==> src/rtl/assert_macros.svh <==
// ----------------------------------------------------------------------------
// Assertion macros
// Concurrent assertion helpers, compiled out for synthesis.
// ----------------------------------------------------------------------------
`ifndef ASSERT_MACROS_SVH
`define ASSERT_MACROS_SVH

`ifndef SYNTHESIS

// A property that must hold at every clock edge outside reset.
`define SCS_ASSERT(lbl, clk, rst_n, prop, msg) \
    lbl: assert property (@(posedge clk) disable iff (!rst_n) (prop)) else $error(msg);

// An implication checked at every clock edge outside reset.
`define SCS_ASSERT_IMPL(lbl, clk, rst_n, ante, cons, msg) \
    lbl: assert property (@(posedge clk) disable iff (!rst_n) (ante) |-> (cons)) \
        else $error(msg);

`else

`define SCS_ASSERT(lbl, clk, rst_n, prop, msg)
`define SCS_ASSERT_IMPL(lbl, clk, rst_n, ante, cons, msg)

`endif

`endif

==> src/rtl/scs_pkg.sv <==
// ----------------------------------------------------------------------------
// SPI NOR command sequencer package
// Payload types, command codes and result builders shared by the sequencer.
// ----------------------------------------------------------------------------
`default_nettype none

package scs_pkg;

    // Request and reply codes on the input channel.
    localparam logic [2:0] MODE_READ_ID = 3'd0;
    localparam logic [2:0] MODE_ERASE   = 3'd1;
    localparam logic [2:0] MODE_PROGRAM = 3'd2;
    localparam logic [2:0] MODE_READ    = 3'd3;
    localparam logic [2:0] MODE_DATA    = 3'd4;
    localparam logic [2:0] MODE_REPLY   = 3'd5;

    // Result kinds.
    localparam logic [2:0] KIND_XFER  = 3'd0;
    localparam logic [2:0] KIND_DREQ  = 3'd1;
    localparam logic [2:0] KIND_RDATA = 3'd2;
    localparam logic [2:0] KIND_ID    = 3'd3;
    localparam logic [2:0] KIND_DONE  = 3'd4;

    // Flash opcodes.
    localparam logic [7:0] OPC_READ_ID = 8'h9f;
    localparam logic [7:0] OPC_WREN    = 8'h06;
    localparam logic [7:0] OPC_WRDI    = 8'h04;
    localparam logic [7:0] OPC_RDSR    = 8'h05;
    localparam logic [7:0] OPC_SE      = 8'h20;
    localparam logic [7:0] OPC_PP      = 8'h02;
    localparam logic [7:0] OPC_READ    = 8'h03;
    localparam logic [7:0] DUMMY_BYTE  = 8'hff;
    localparam logic [7:0] STATUS_BUSY = 8'h01;

    // Queue between the sequencer and the result side.
    localparam int unsigned FIFO_DEPTH = 4;
    localparam int unsigned FIFO_AW    = $clog2(FIFO_DEPTH);
    localparam int unsigned FIFO_CW    = $clog2(FIFO_DEPTH + 1);

    typedef enum logic [4:0] {
        PH_IDLE,
        PH_POLL_CMD,
        PH_POLL_DATA,
        PH_WREN,
        PH_CMD,
        PH_ADDR_H,
        PH_ADDR_M,
        PH_ADDR_L,
        PH_ID1,
        PH_ID2,
        PH_ID3,
        PH_DATA_REQ,
        PH_DATA,
        PH_WRDI,
        PH_FPOLL_CMD,
        PH_FPOLL_DATA
    } phase_t;

    typedef enum logic [1:0] {
        OP_ID,
        OP_ERASE,
        OP_PROG,
        OP_READ
    } op_t;

    typedef struct packed {
        logic [2:0]  mode;
        logic [5:0]  block_number;
        logic [3:0]  sector_number;
        logic [3:0]  page_number;
        logic [7:0]  byte_offset;
        logic [15:0] transfer_length;
        logic [7:0]  payload_byte;
    } item_t;

    typedef struct packed {
        logic [2:0]  kind;
        logic [7:0]  mosi_byte;
        logic        frame_start;
        logic        frame_end;
        logic [7:0]  read_byte;
        logic [7:0]  manufacturer_id;
        logic [15:0] device_id;
        logic        last;
    } result_t;

    // One queue entry holds every result of one input item.
    typedef struct packed {
        result_t res_a;
        result_t res_b;
        logic    pair;
    } entry_t;

    typedef struct packed {
        logic   wr_en;
        entry_t entry;
    } fifo_wr_t;

    typedef struct packed {
        logic empty;
        logic full;
    } fifo_status_t;

    function automatic result_t xfer_result(input logic [7:0] mosi, input logic fs,
                                            input logic fe);
        result_t r;
        r             = '0;
        r.kind        = KIND_XFER;
        r.mosi_byte   = mosi;
        r.frame_start = fs;
        r.frame_end   = fe;
        return r;
    endfunction

    function automatic result_t kind_result(input logic [2:0] kind);
        result_t r;
        r      = '0;
        r.kind = kind;
        return r;
    endfunction

endpackage

`default_nettype wire

==> src/rtl/spi_nor_flash_command_sequencer_unit.sv <==
// ----------------------------------------------------------------------------
// SPI NOR flash command sequencer
// Turns read ID, erase, program and read requests into single-byte SPI
// transfers with chip select marks, status polling and write enable/disable.
// ----------------------------------------------------------------------------
//  Channel   Handshake        Payload            Transfer when
//  request   push / full      item   (item_t)    push && !full
//  result    empty / pop      result (result_t)  pop && !empty
//
// An item is taken every cycle while the four-entry result queue has room; its
// results are in the queue in the next cycle. The result side gives one result
// per pop, so an item with two results holds its queue entry for two pops.
// Reset clears the sequencer to idle and empties the queue; no clearing pass.
// Only a full queue stalls the request side.
// ----------------------------------------------------------------------------
`default_nettype none

`include "assert_macros.svh"

module spi_nor_flash_command_sequencer_unit (
    input  wire logic              clk,
    input  wire logic              rst_n,
    input  wire logic              push,
    output logic                   full,
    input  wire scs_pkg::item_t    item,
    output logic                   empty,
    input  wire logic              pop,
    output scs_pkg::result_t       result
);

    scs_pkg::fifo_wr_t     fifo_wr;
    scs_pkg::entry_t       fifo_head;
    scs_pkg::fifo_status_t fifo_status;
    logic                  fifo_rd;
    logic                  accept;

    assign full   = fifo_status.full;
    assign accept = push && !fifo_status.full;

    scs_front u_front (
        .clk    (clk),
        .rst_n  (rst_n),
        .accept (accept),
        .item   (item),
        .wr     (fifo_wr)
    );

    scs_fifo u_fifo (
        .clk    (clk),
        .rst_n  (rst_n),
        .wr     (fifo_wr),
        .rd_en  (fifo_rd),
        .head   (fifo_head),
        .status (fifo_status)
    );

    scs_back u_back (
        .clk    (clk),
        .rst_n  (rst_n),
        .head   (fifo_head),
        .status (fifo_status),
        .pop    (pop),
        .rd_en  (fifo_rd),
        .empty  (empty),
        .result (result)
    );

    `SCS_ASSERT(a_no_write_when_full, clk, rst_n, !(fifo_wr.wr_en && fifo_status.full), "queue written while full")
    `SCS_ASSERT_IMPL(a_frame_marks_on_xfer, clk, rst_n, !empty && result.kind != scs_pkg::KIND_XFER, !result.frame_start && !result.frame_end, "frame mark on a non-transfer result")
    `SCS_ASSERT_IMPL(a_done_is_last, clk, rst_n, !empty && result.kind == scs_pkg::KIND_DONE, result.last, "completion not marked last")

endmodule

`default_nettype wire

==> src/rtl/scs_front.sv <==
// ----------------------------------------------------------------------------
// Sequencer front end
// Takes requests, data bytes and SPI replies, steps the command sequence and
// writes the results of each item into the queue as one entry.
// ----------------------------------------------------------------------------
`default_nettype none

module scs_front (
    input  wire logic              clk,
    input  wire logic              rst_n,
    input  wire logic              accept,
    input  wire scs_pkg::item_t    item,
    output scs_pkg::fifo_wr_t      wr
);

    scs_pkg::phase_t phase_reg, phase_next;
    scs_pkg::op_t    op_reg, op_next;
    logic [23:0]     addr_reg, addr_next;
    logic [15:0]     remain_reg, remain_next;
    logic [7:0]      id_first_reg, id_first_next;
    logic [7:0]      id_high_reg, id_high_next;

    logic [15:0]     remain_dec;
    logic            rx_busy;
    logic            is_erase_req;

    assign remain_dec   = remain_reg - 16'd1;
    assign rx_busy      = |(item.payload_byte & scs_pkg::STATUS_BUSY);
    assign is_erase_req = (item.mode == scs_pkg::MODE_ERASE);

    // Next state.
    always_comb
    begin
        phase_next    = phase_reg;
        op_next       = op_reg;
        addr_next     = addr_reg;
        remain_next   = remain_reg;
        id_first_next = id_first_reg;
        id_high_next  = id_high_reg;
        if (accept)
        begin
            unique case (item.mode) inside
                scs_pkg::MODE_READ_ID, scs_pkg::MODE_ERASE,
                scs_pkg::MODE_PROGRAM, scs_pkg::MODE_READ:
                begin
                    if (phase_reg == scs_pkg::PH_IDLE)
                    begin
                        op_next     = scs_pkg::op_t'(item.mode[1:0]);
                        remain_next = item.transfer_length;
                        addr_next   = {2'b00, item.block_number, item.sector_number,
                                       is_erase_req ? 4'd0 : item.page_number,
                                       is_erase_req ? 8'd0 : item.byte_offset};
                        phase_next  = (item.mode == scs_pkg::MODE_READ_ID)
                                      ? scs_pkg::PH_CMD : scs_pkg::PH_POLL_CMD;
                    end
                end
                scs_pkg::MODE_DATA:
                begin
                    if (phase_reg == scs_pkg::PH_DATA_REQ)
                        phase_next = scs_pkg::PH_DATA;
                end
                scs_pkg::MODE_REPLY:
                begin
                    unique case (phase_reg)
                        scs_pkg::PH_POLL_CMD:  phase_next = scs_pkg::PH_POLL_DATA;
                        scs_pkg::PH_POLL_DATA:
                        begin
                            if (rx_busy)
                                phase_next = scs_pkg::PH_POLL_CMD;
                            else if (op_reg == scs_pkg::OP_READ)
                                phase_next = scs_pkg::PH_CMD;
                            else
                                phase_next = scs_pkg::PH_WREN;
                        end
                        scs_pkg::PH_WREN:      phase_next = scs_pkg::PH_CMD;
                        scs_pkg::PH_CMD:
                        begin
                            phase_next = (op_reg == scs_pkg::OP_ID)
                                         ? scs_pkg::PH_ID1 : scs_pkg::PH_ADDR_H;
                        end
                        scs_pkg::PH_ID1:
                        begin
                            id_first_next = item.payload_byte;
                            phase_next    = scs_pkg::PH_ID2;
                        end
                        scs_pkg::PH_ID2:
                        begin
                            id_high_next = item.payload_byte;
                            phase_next   = scs_pkg::PH_ID3;
                        end
                        scs_pkg::PH_ID3:       phase_next = scs_pkg::PH_IDLE;
                        scs_pkg::PH_ADDR_H:    phase_next = scs_pkg::PH_ADDR_M;
                        scs_pkg::PH_ADDR_M:    phase_next = scs_pkg::PH_ADDR_L;
                        scs_pkg::PH_ADDR_L:
                        begin
                            if (op_reg == scs_pkg::OP_ERASE)
                                phase_next = scs_pkg::PH_FPOLL_CMD;
                            else if (op_reg == scs_pkg::OP_PROG)
                                phase_next = (remain_reg != 16'd0)
                                             ? scs_pkg::PH_DATA_REQ : scs_pkg::PH_WRDI;
                            else
                                phase_next = (remain_reg != 16'd0)
                                             ? scs_pkg::PH_DATA : scs_pkg::PH_IDLE;
                        end
                        scs_pkg::PH_DATA:
                        begin
                            remain_next = remain_dec;
                            if (op_reg == scs_pkg::OP_READ)
                                phase_next = (remain_dec != 16'd0)
                                             ? scs_pkg::PH_DATA : scs_pkg::PH_IDLE;
                            else
                                phase_next = (remain_dec != 16'd0)
                                             ? scs_pkg::PH_DATA_REQ : scs_pkg::PH_WRDI;
                        end
                        scs_pkg::PH_WRDI:      phase_next = scs_pkg::PH_IDLE;
                        scs_pkg::PH_FPOLL_CMD: phase_next = scs_pkg::PH_FPOLL_DATA;
                        scs_pkg::PH_FPOLL_DATA:
                        begin
                            phase_next = rx_busy ? scs_pkg::PH_FPOLL_CMD : scs_pkg::PH_IDLE;
                        end
                        default: ;
                    endcase
                end
                default: ;
            endcase
        end
    end

    // Results of the accepted item.
    always_comb
    begin
        wr = '0;
        if (accept)
        begin
            unique case (item.mode) inside
                scs_pkg::MODE_READ_ID, scs_pkg::MODE_ERASE,
                scs_pkg::MODE_PROGRAM, scs_pkg::MODE_READ:
                begin
                    if (phase_reg == scs_pkg::PH_IDLE)
                    begin
                        wr.wr_en       = 1'b1;
                        wr.entry.res_a = scs_pkg::xfer_result(
                            (item.mode == scs_pkg::MODE_READ_ID)
                            ? scs_pkg::OPC_READ_ID : scs_pkg::OPC_RDSR, 1'b1, 1'b0);
                    end
                end
                scs_pkg::MODE_DATA:
                begin
                    if (phase_reg == scs_pkg::PH_DATA_REQ)
                    begin
                        wr.wr_en       = 1'b1;
                        wr.entry.res_a = scs_pkg::xfer_result(item.payload_byte, 1'b0,
                                                              remain_reg == 16'd1);
                    end
                end
                scs_pkg::MODE_REPLY:
                begin
                    wr.wr_en = 1'b1;
                    unique case (phase_reg) inside
                        scs_pkg::PH_POLL_CMD, scs_pkg::PH_FPOLL_CMD:
                        begin
                            wr.entry.res_a = scs_pkg::xfer_result(scs_pkg::DUMMY_BYTE,
                                                                  1'b0, 1'b1);
                        end
                        scs_pkg::PH_POLL_DATA:
                        begin
                            if (rx_busy)
                                wr.entry.res_a = scs_pkg::xfer_result(scs_pkg::OPC_RDSR,
                                                                      1'b1, 1'b0);
                            else if (op_reg == scs_pkg::OP_READ)
                                wr.entry.res_a = scs_pkg::xfer_result(scs_pkg::OPC_READ,
                                                                      1'b1, 1'b0);
                            else
                                wr.entry.res_a = scs_pkg::xfer_result(scs_pkg::OPC_WREN,
                                                                      1'b1, 1'b1);
                        end
                        scs_pkg::PH_WREN:
                        begin
                            wr.entry.res_a = scs_pkg::xfer_result(
                                (op_reg == scs_pkg::OP_ERASE)
                                ? scs_pkg::OPC_SE : scs_pkg::OPC_PP, 1'b1, 1'b0);
                        end
                        scs_pkg::PH_CMD:
                        begin
                            wr.entry.res_a = scs_pkg::xfer_result(
                                (op_reg == scs_pkg::OP_ID)
                                ? scs_pkg::DUMMY_BYTE : addr_reg[23:16], 1'b0, 1'b0);
                        end
                        scs_pkg::PH_ID1:
                        begin
                            wr.entry.res_a = scs_pkg::xfer_result(scs_pkg::DUMMY_BYTE,
                                                                  1'b0, 1'b0);
                        end
                        scs_pkg::PH_ID2:
                        begin
                            wr.entry.res_a = scs_pkg::xfer_result(scs_pkg::DUMMY_BYTE,
                                                                  1'b0, 1'b1);
                        end
                        scs_pkg::PH_ID3:
                        begin
                            wr.entry.res_a = scs_pkg::kind_result(scs_pkg::KIND_ID);
                            wr.entry.res_a.manufacturer_id = id_first_reg;
                            wr.entry.res_a.device_id = {id_high_reg, item.payload_byte};
                            wr.entry.res_b = scs_pkg::kind_result(scs_pkg::KIND_DONE);
                            wr.entry.pair  = 1'b1;
                        end
                        scs_pkg::PH_ADDR_H:
                        begin
                            wr.entry.res_a = scs_pkg::xfer_result(addr_reg[15:8],
                                                                  1'b0, 1'b0);
                        end
                        scs_pkg::PH_ADDR_M:
                        begin
                            wr.entry.res_a = scs_pkg::xfer_result(addr_reg[7:0], 1'b0,
                                (op_reg == scs_pkg::OP_ERASE) || (remain_reg == 16'd0));
                        end
                        scs_pkg::PH_ADDR_L:
                        begin
                            if (op_reg == scs_pkg::OP_ERASE)
                                wr.entry.res_a = scs_pkg::xfer_result(scs_pkg::OPC_RDSR,
                                                                      1'b1, 1'b0);
                            else if (op_reg == scs_pkg::OP_PROG)
                            begin
                                if (remain_reg != 16'd0)
                                    wr.entry.res_a = scs_pkg::kind_result(
                                        scs_pkg::KIND_DREQ);
                                else
                                    wr.entry.res_a = scs_pkg::xfer_result(
                                        scs_pkg::OPC_WRDI, 1'b1, 1'b1);
                            end
                            else if (remain_reg != 16'd0)
                                wr.entry.res_a = scs_pkg::xfer_result(scs_pkg::DUMMY_BYTE,
                                    1'b0, remain_reg == 16'd1);
                            else
                                wr.entry.res_a = scs_pkg::kind_result(scs_pkg::KIND_DONE);
                        end
                        scs_pkg::PH_DATA:
                        begin
                            if (op_reg == scs_pkg::OP_READ)
                            begin
                                // The read byte goes out first, then the next
                                // dummy transfer or the completion.
                                wr.entry.res_a = scs_pkg::kind_result(scs_pkg::KIND_RDATA);
                                wr.entry.res_a.read_byte = item.payload_byte;
                                wr.entry.pair = 1'b1;
                                if (remain_dec != 16'd0)
                                    wr.entry.res_b = scs_pkg::xfer_result(
                                        scs_pkg::DUMMY_BYTE, 1'b0, remain_dec == 16'd1);
                                else
                                    wr.entry.res_b = scs_pkg::kind_result(
                                        scs_pkg::KIND_DONE);
                            end
                            else if (remain_dec != 16'd0)
                                wr.entry.res_a = scs_pkg::kind_result(scs_pkg::KIND_DREQ);
                            else
                                wr.entry.res_a = scs_pkg::xfer_result(scs_pkg::OPC_WRDI,
                                                                      1'b1, 1'b1);
                        end
                        scs_pkg::PH_WRDI:
                        begin
                            wr.entry.res_a = scs_pkg::kind_result(scs_pkg::KIND_DONE);
                        end
                        scs_pkg::PH_FPOLL_DATA:
                        begin
                            if (rx_busy)
                                wr.entry.res_a = scs_pkg::xfer_result(scs_pkg::OPC_RDSR,
                                                                      1'b1, 1'b0);
                            else
                                wr.entry.res_a = scs_pkg::kind_result(scs_pkg::KIND_DONE);
                        end
                        default:
                        begin
                            // No transfer outstanding: the reply is dropped.
                            wr.wr_en = 1'b0;
                        end
                    endcase
                end
                default: ;
            endcase
        end
    end

    always_ff @(posedge clk or negedge rst_n)
    begin
        if (!rst_n)
        begin
            phase_reg    <= scs_pkg::PH_IDLE;
            op_reg       <= scs_pkg::OP_ID;
            addr_reg     <= '0;
            remain_reg   <= '0;
            id_first_reg <= '0;
            id_high_reg  <= '0;
        end
        else
        begin
            phase_reg    <= phase_next;
            op_reg       <= op_next;
            addr_reg     <= addr_next;
            remain_reg   <= remain_next;
            id_first_reg <= id_first_next;
            id_high_reg  <= id_high_next;
        end
    end

endmodule

`default_nettype wire

==> src/rtl/scs_fifo.sv <==
// ----------------------------------------------------------------------------
// Sequencer result queue
// Short queue of result entries between the front end and the result side.
// ----------------------------------------------------------------------------
`default_nettype none

module scs_fifo (
    input  wire logic                clk,
    input  wire logic                rst_n,
    input  wire scs_pkg::fifo_wr_t   wr,
    input  wire logic                rd_en,
    output scs_pkg::entry_t          head,
    output scs_pkg::fifo_status_t    status
);

    scs_pkg::entry_t                    entries_reg [scs_pkg::FIFO_DEPTH];
    logic [scs_pkg::FIFO_AW-1:0]        wr_ptr_reg, wr_ptr_next;
    logic [scs_pkg::FIFO_AW-1:0]        rd_ptr_reg, rd_ptr_next;
    logic [scs_pkg::FIFO_CW-1:0]        count_reg, count_next;
    logic                               do_wr;
    logic                               do_rd;

    assign status.empty = (count_reg == '0);
    assign status.full  = (count_reg == scs_pkg::FIFO_CW'(scs_pkg::FIFO_DEPTH));
    assign do_wr        = wr.wr_en && !status.full;
    assign do_rd        = rd_en && !status.empty;
    assign head         = entries_reg[rd_ptr_reg];

    always_comb
    begin
        wr_ptr_next = wr_ptr_reg + scs_pkg::FIFO_AW'(do_wr);
        rd_ptr_next = rd_ptr_reg + scs_pkg::FIFO_AW'(do_rd);
        count_next  = count_reg + scs_pkg::FIFO_CW'(do_wr) - scs_pkg::FIFO_CW'(do_rd);
    end

    always_ff @(posedge clk or negedge rst_n)
    begin
        if (!rst_n)
        begin
            wr_ptr_reg <= '0;
            rd_ptr_reg <= '0;
            count_reg  <= '0;
        end
        else
        begin
            wr_ptr_reg <= wr_ptr_next;
            rd_ptr_reg <= rd_ptr_next;
            count_reg  <= count_next;
        end
    end

    always_ff @(posedge clk)
    begin
        if (do_wr)
            entries_reg[wr_ptr_reg] <= wr.entry;
    end

endmodule

`default_nettype wire

==> src/rtl/scs_back.sv <==
// ----------------------------------------------------------------------------
// Sequencer result side
// Hands out the results of the head entry one at a time and marks the last.
// ----------------------------------------------------------------------------
`default_nettype none

module scs_back (
    input  wire logic                  clk,
    input  wire logic                  rst_n,
    input  wire scs_pkg::entry_t       head,
    input  wire scs_pkg::fifo_status_t status,
    input  wire logic                  pop,
    output logic                       rd_en,
    output logic                       empty,
    output scs_pkg::result_t           result
);

    logic sel_b_reg, sel_b_next;
    logic taken;
    logic final_res;

    assign empty     = status.empty;
    assign taken     = pop && !status.empty;
    assign final_res = sel_b_reg || !head.pair;
    assign rd_en     = taken && final_res;

    always_comb
    begin
        result      = sel_b_reg ? head.res_b : head.res_a;
        result.last = final_res;
    end

    always_comb
    begin
        sel_b_next = sel_b_reg;
        if (taken)
            sel_b_next = !final_res;
    end

    always_ff @(posedge clk or negedge rst_n)
    begin
        if (!rst_n)
            sel_b_reg <= 1'b0;
        else
            sel_b_reg <= sel_b_next;
    end

endmodule

`default_nettype wire
==> config.mk <==
export PLATFORM = sky130hd
export DESIGN_NAME = spi_nor_flash_command_sequencer_unit
export DESIGN_NICKNAME = d
export VERILOG_FILES = /design/src/rtl/scs_pkg.sv /design/src/rtl/spi_nor_flash_command_sequencer_unit.sv /design/src/rtl/scs_front.sv /design/src/rtl/scs_fifo.sv /design/src/rtl/scs_back.sv
export VERILOG_INCLUDE_DIRS = /design/src /design/src/rtl
export SDC_FILE = /design/constraint.sdc
export NUM_CORES = 1
export LEC_CHECK = 0
export BUFFER_PORTS_ARGS = -buffer_cell sky130_fd_sc_hd__buf_4
export CORE_UTILIZATION = 25
export CTS_BUF_LIST = sky130_fd_sc_hd__clkbuf_4 sky130_fd_sc_hd__clkbuf_8
export DETAILED_ROUTE_END_ITERATION = 8
export HOLD_SLACK_MARGIN = 0.03
export PLACE_DENSITY = 0.37
export SLEW_MARGIN = 40
export SYNTH_ARGS = -nofsm -noshare
export SYNTH_HDL_FRONTEND = slang
export SYNTH_SLANG_ARGS = --single-unit
==> constraint.sdc <==
create_clock -name clk -period 5.4 [get_ports clk]
set_input_delay 1.08 -clock clk [delete_from_list [all_inputs] [get_ports clk]]
set_output_delay 1.08 -clock clk [all_outputs]
set_load 0.02 [all_outputs]
# ---- Word-level counts from Yosys, hierarchy flattened
# Memory sizes are Yosys's and may differ from the RTL's.
# Cells that the tools add are included.
dict set report word_totals {
  regBits 69
  ram_bits 372
  input_bits 53
  output_inout_bits 48
  wordCells 121
  n_memories 1
}
# memory depth word_bits rd rd_clocked_by_memory_dff wr line
set memory_table {}
lappend memory_table {u_fifo.entries_reg 4 93 1 0 1 scs_fifo.sv:16} ;# scs_pkg::entry_t entries_reg [scs_pkg::FIFO_DEPTH];
dict set report op_classes {
  addsub 5
  eq_ne 30
  n_mux 46
  n_reduce_logical 29
}
# op n
set ops {}
lappend ops {{$pmux 46 s12} 1}
lappend ops {{$mux 46} 6}
lappend ops {{$mux 47} 4}
lappend ops {{$pmux 47 s3} 1}
lappend ops {{$mux 94} 1}
lappend ops {{$pmux 47 s2} 1}
lappend ops {{$mux 44} 2}
lappend ops {{$mux 38} 2}
lappend ops {{$pmux 5 s13} 1}
lappend ops {{$mux 45} 1}
lappend ops {{$eq 5x4->1 const B} 8}
lappend ops {{$eq 16x1->1 const B} 2}
lappend ops {{$mux 16} 2}
lappend ops {{$pmux 16 s2} 1}
lappend ops {{$reduce_bool 16->1} 2}
lappend ops {{$mux 5} 6}
lappend ops {{$mux 8} 3}
lappend ops {{$eq 5x3->1 const B} 4}
lappend ops {{$mux 4} 5}
lappend ops {{$logic_not 16->1} 1}
lappend ops {{$sub 16x1->16 const B} 1}
lappend ops {{$pmux 5 s3} 1}
lappend ops {{$ne 14x14->1 const B} 1}
lappend ops {{$reduce_or 14->1} 1}
lappend ops {{29 further kinds} 52}

# ---- Depth between registers and ports, before layout
dict set report logic_depth {
  depth_word 10
  depth_mapped 13
}

# ---- Modules after synthesis
# A second synthesis with hierarchy kept.
dict set report hier_totals {
  hier_cells 1178
  hier_area_um2 19437.4
}
# module instances cells_per_inst area_per_inst_um2 seq_area_each_um2
set modules_own_cells {}
lappend modules_own_cells {scs_fifo 1 517 13855.8 11345.9}
lappend modules_own_cells {scs_front 1 602 4829.6 1501.4}
lappend modules_own_cells {scs_back 1 58 738.2 25.0}
lappend modules_own_cells {spi_nor_flash_command_sequencer_unit 1 1 13.8 0.0}

# ---- Worst setup path before layout
# No wires, ideal clock.
dict set report synth_path {
  path_type {input to register}
  startpoint {input item[48] (netlist bit)}
  endpoint {memory u_fifo.entries_reg[2][0] (netlist bit) (enable)}
  t_arrival_ps 5592
  t_required_ps 4873
  setup_slack_ps -719
  stages 5
  n_path_buf 1
  path_cell_list {buf_2 > or4_4 > a21oi_4 > nor2_1 > nor3b_1}
}
dict set report synth_via {
  elab_chain_cells 7
  elab_cells_between_ends 12
  classes_between {eq/ne: 5; mux: 4; reduce/logical: 3}
}
# item line
set synth_lines {}
lappend synth_lines {{from (decl)} spi_nor_flash_command_sequencer_unit.sv:25} ;# input wire scs_pkg::item_t item,
lappend synth_lines {{$eq 3x2->1 (no source line) (tied with other cells)} n/a}
lappend synth_lines {{$reduce_or 4->1} scs_front.sv:135} ;# unique case (item.mode) inside
lappend synth_lines {{$pmux 47 s3 *} scs_front.sv:135}
lappend synth_lines {{$mux 94 *} scs_front.sv:133} ;# if (accept)
lappend synth_lines {{$logic_and 1x1->1 *} scs_fifo.sv:25} ;# assign do_wr = wr.wr_en && !status.full;
lappend synth_lines {{$mux 1 *} scs_fifo.sv:54} ;# if (do_wr)
lappend synth_lines {{$mux 1 (not written as such) *} scs_fifo.sv:55} ;# entries_reg[wr_ptr_reg] <= wr.entry;
lappend synth_lines {{to (decl)} scs_fifo.sv:16}
# Mark *: on every way between the ends. The rest lies on a longest branch, timed or not.

==> flow_summary.toml <==
[setup_path]
crit_path_max_fanout = 10
crit_type = "reg -> reg"
cp.arrival_ps = 4100
cp-start-kind = "flop"
reg2reg_from = "u_front.remain_reg[0]$_DFFE_PN0P_"
cp-startpoint = "u_front.remain_reg[0]$_DFFE_PN0P_"
crit_required_ps = 5730
path_cells = "inv_1 > ha_1 > or3b_2 > nor2_1 > mux2i_1 > o21ai_0 > and3_1 > ha_1 > a22oi_1 > nor2_1 > a21oi_1 > o21ai_0"
slowest_stage = "or3b_2"
setup.worst_path.end_class = "flop"
max_stage_delay_ps = 500

[power_and_ir_drop]
p_int_mw = 4.74
vdd_drop_max_v = 0.000203
swShare_pct = 37.2
p_per_area_nw_per_um2 = 509
p_leak_nw = 5.55
p_seq_share_pct = 37.8
switching_power_mw = 2.80
combPwrFrac_pct = 37.2
p_clk_share_pct = 25.1
power_mw = 7.54

[placed_design]
gp_congestion = 0.782
port-buffer-count = 100
dpl.hpwl_um = 21700

[floorplanning]
start_util_pct = 25.5
rows = 80
core-area_um2 = 48100
die_area_um2 = 50000
io_pins = 101
die_w_um = 224
die_height_um = 224

[global_route]
antenna_found_initial = 1
grtUsageTotal_pct = 13.7
grt_max_degree = 51
gr-total-overflow = 0
grt_pass1_vias = 8269
grt_pass1_wl_um = 51200

[outcome]
status = "finished clean"

[clock_network]
clk_latency_ps = 610
ctsHoldBuffers = 0
cts_setup_buffers = 0
cts_buffer_depth = 3
clock-sinks = 264
htreeDepth = 2
cts_root_buffer = "clkbuf_8"
post_cts_resized = 0
path_clk_slew_ps = 60
cts_inserted_buffers = 48
cts_tree = "yes"

[sta]
slew_violations = 0
rsz0062_at_grt = "false"
fin_crit_ps = 3760
finClkSkew_ps = 25.4
period_share_pct = 69.7
finalSetupViolations = 0
worst_hold_slack_ps = 457
max_freq_ghz = 0.266
hold_violations = 0
tightest_slew_ps = 806
slew_headroom_pct = 46.2

[detailed_routing]
drc_errors = 0
first_pass_iters = 5
drtIter0Drc = 541
finalWirelength_um = 33600
ant_nets = 0
num_vias = 7843
viasPerCell = 4.59
wl_per_cell_um = 19.7

[cells_and_area]
fillers = 4928
final_layout_size_suffix_gt1_share_pct = 28.7
syn2layout_area_growth_pct = 20.6
nets = 1085
largest_reg_flops = 196
multi_input_area_um2 = 4410
seqCellArea_um2 = 7590
diodes = 0

[yosys]
synth.most_common_cell = "edfxtp_1"
netlist_top_cells_count = "edfxtp_1 (196), nand2_1 (78), dfrtp_1 (68), and2_1 (62), o21ai_0 (60)"
ys_seq_area_share_pct = 61.8
ys.flop_type = "edfxtp_1"
synthesis.instances = 906
synthDistinctLibCells = 71
synth_top_area_share_pct = 47.9
ys_seq_elements = 264
synth_edf_count = 196
syn_avg_cell_area_um2 = 13.6
yosys-top-cells-area = "edfxtp_1 (48%), dfrtp_1 (14%), mux4_2 (9.0%)"
ys_async_sr_fraction_pct = 25.8
yosys.area.top_type = "edfxtp_1"
synth_nets = 977
netlist_area_um2 = 12300
yosysWarnings = 0

[worst_hold_path]
min_path_type = "in -> async"

[run]
max_cap_viol_count = 0
[worst max-delay path: cells and delay by family, from the launching register on]
kind / cells / cell delay (ps)
adder cells (fa/ha/maj): 2 / 510
buffers and inverters: 1 / 120
AO/OA/AOI/OAI: 4 / 920
flip-flops: 1 / 480
AND/OR/NAND/NOR: 4 / 1320
multiplexers: 1 / 130
[area by class of cell]
cell class	instances	area share, %
Inverter	16	0.406
Clock inverter	26	1.04
Tap cell	656	5.54
Clock buffer	64	5.48
Sequential cell	264	51.3
Multi-Input combinational cell	564	29.8
Timing Repair Buffer	120	6.47
[power by group through the flow]
stage          combinational [mW]  sequential [mW]  clock, mW
6_report                     2.80             2.85       1.89
3_3_place_gp                 2.74             2.97          0
4_1_cts                      2.74             2.93       1.97
3_5_place_dp                 2.73             2.97          0
5_1_grt                      3.07             2.91       2.04
2_1_floorplan                2.04             2.64          0
[cells by family (layout without fill, tap and decap cells)]
family                     Yosys count  in the layout  share of synthesized area [%]
and+or+nand+nor                    293            293                           13.1
DFF                                264            264                           61.8
AOI/OAI and AO/OA                  166            166                           8.21
muxes                               80             80                           11.8
buffers and inverters               78            226                           2.74
adders and majority gates           18             18                           1.89
xor gates and xnor gates             7              7                          0.499
[metrics by stage]
stage | instance area (um^2) | setup slack [ps] | setup TNS [ps] | utilization [%] | instances
2_1_floorplan | 12300 | -719 | -92150 | - | 906
3_3_place_gp | 13800 | 1690 | 0 | 28.6 | 1618
3_5_place_dp | 13800 | 1640 | 0 | 28.6 | 1618
4_1_cts | 14700 | 1200 | 0 | 30.6 | 1708
5_1_grt | 14800 | 1260 | 0 | 30.8 | 1710
6_report | 14800 | 1640 | 0 | 30.8 | 1710
[cells in the final DEF (no fill, tap or decap), drive strengths merged, types with 3 or more instances in the layout]
master,n
or2,3
o21ai,60
clkinv,23
nor4,12
nor2b,12
or3b,3
nand2b,9
a211o,3
edfxtp,196
xor2,4
a22oi,3
a211oi,3
o22ai,12
dfrtp,68
and3,14
o21a,3
inv,18
nand2,78
a21boi,3
and2,62
or4,5
nor2,44
nor3b,5
mux4,49
and3b,3
a31oi,6
nor3,17
ha,17
nand3,9
clkbuf,64
mux2,29
buf,120
o211ai,9
nand4,8
a21oi,43
xnor2,3
[routing by layer]
metal | share of wire [%] | track usage, % | vias to the layer above
met5 | 0 | 0 | -
met4 | 2.3 | 4.62 | 0
met3 | 4.4 | 2.26 | 53
met2 | 48 | 22.8 | 197
met1 | 46 | 17.9 | 3944
li1 | - | - | 3649
[path summary, 6_finish.rpt]
check / end / slack [ps] / depth (start not counted)
worst max-delay path: u_fifo.entries_reg[1][81]$_DFFE_PP_ / 1640 / 12
worst min-delay path: u_front.addr_reg[19]$_DFFE_PN0P_ / 460 / 1
worst max register to register: u_fifo.entries_reg[1][81]$_DFFE_PP_ / 1640 / 12
worst min register to register: u_front.addr_reg[3]$_DFFE_PN0P_ / 480 / 2
max in group asynchronous: u_fifo.rd_ptr_reg[1]$_DFF_PN0_ / 3960 / 2
min in group clk: u_front.addr_reg[3]$_DFFE_PN0P_ / 480 / 2
(Power assumes the default switching activity.)
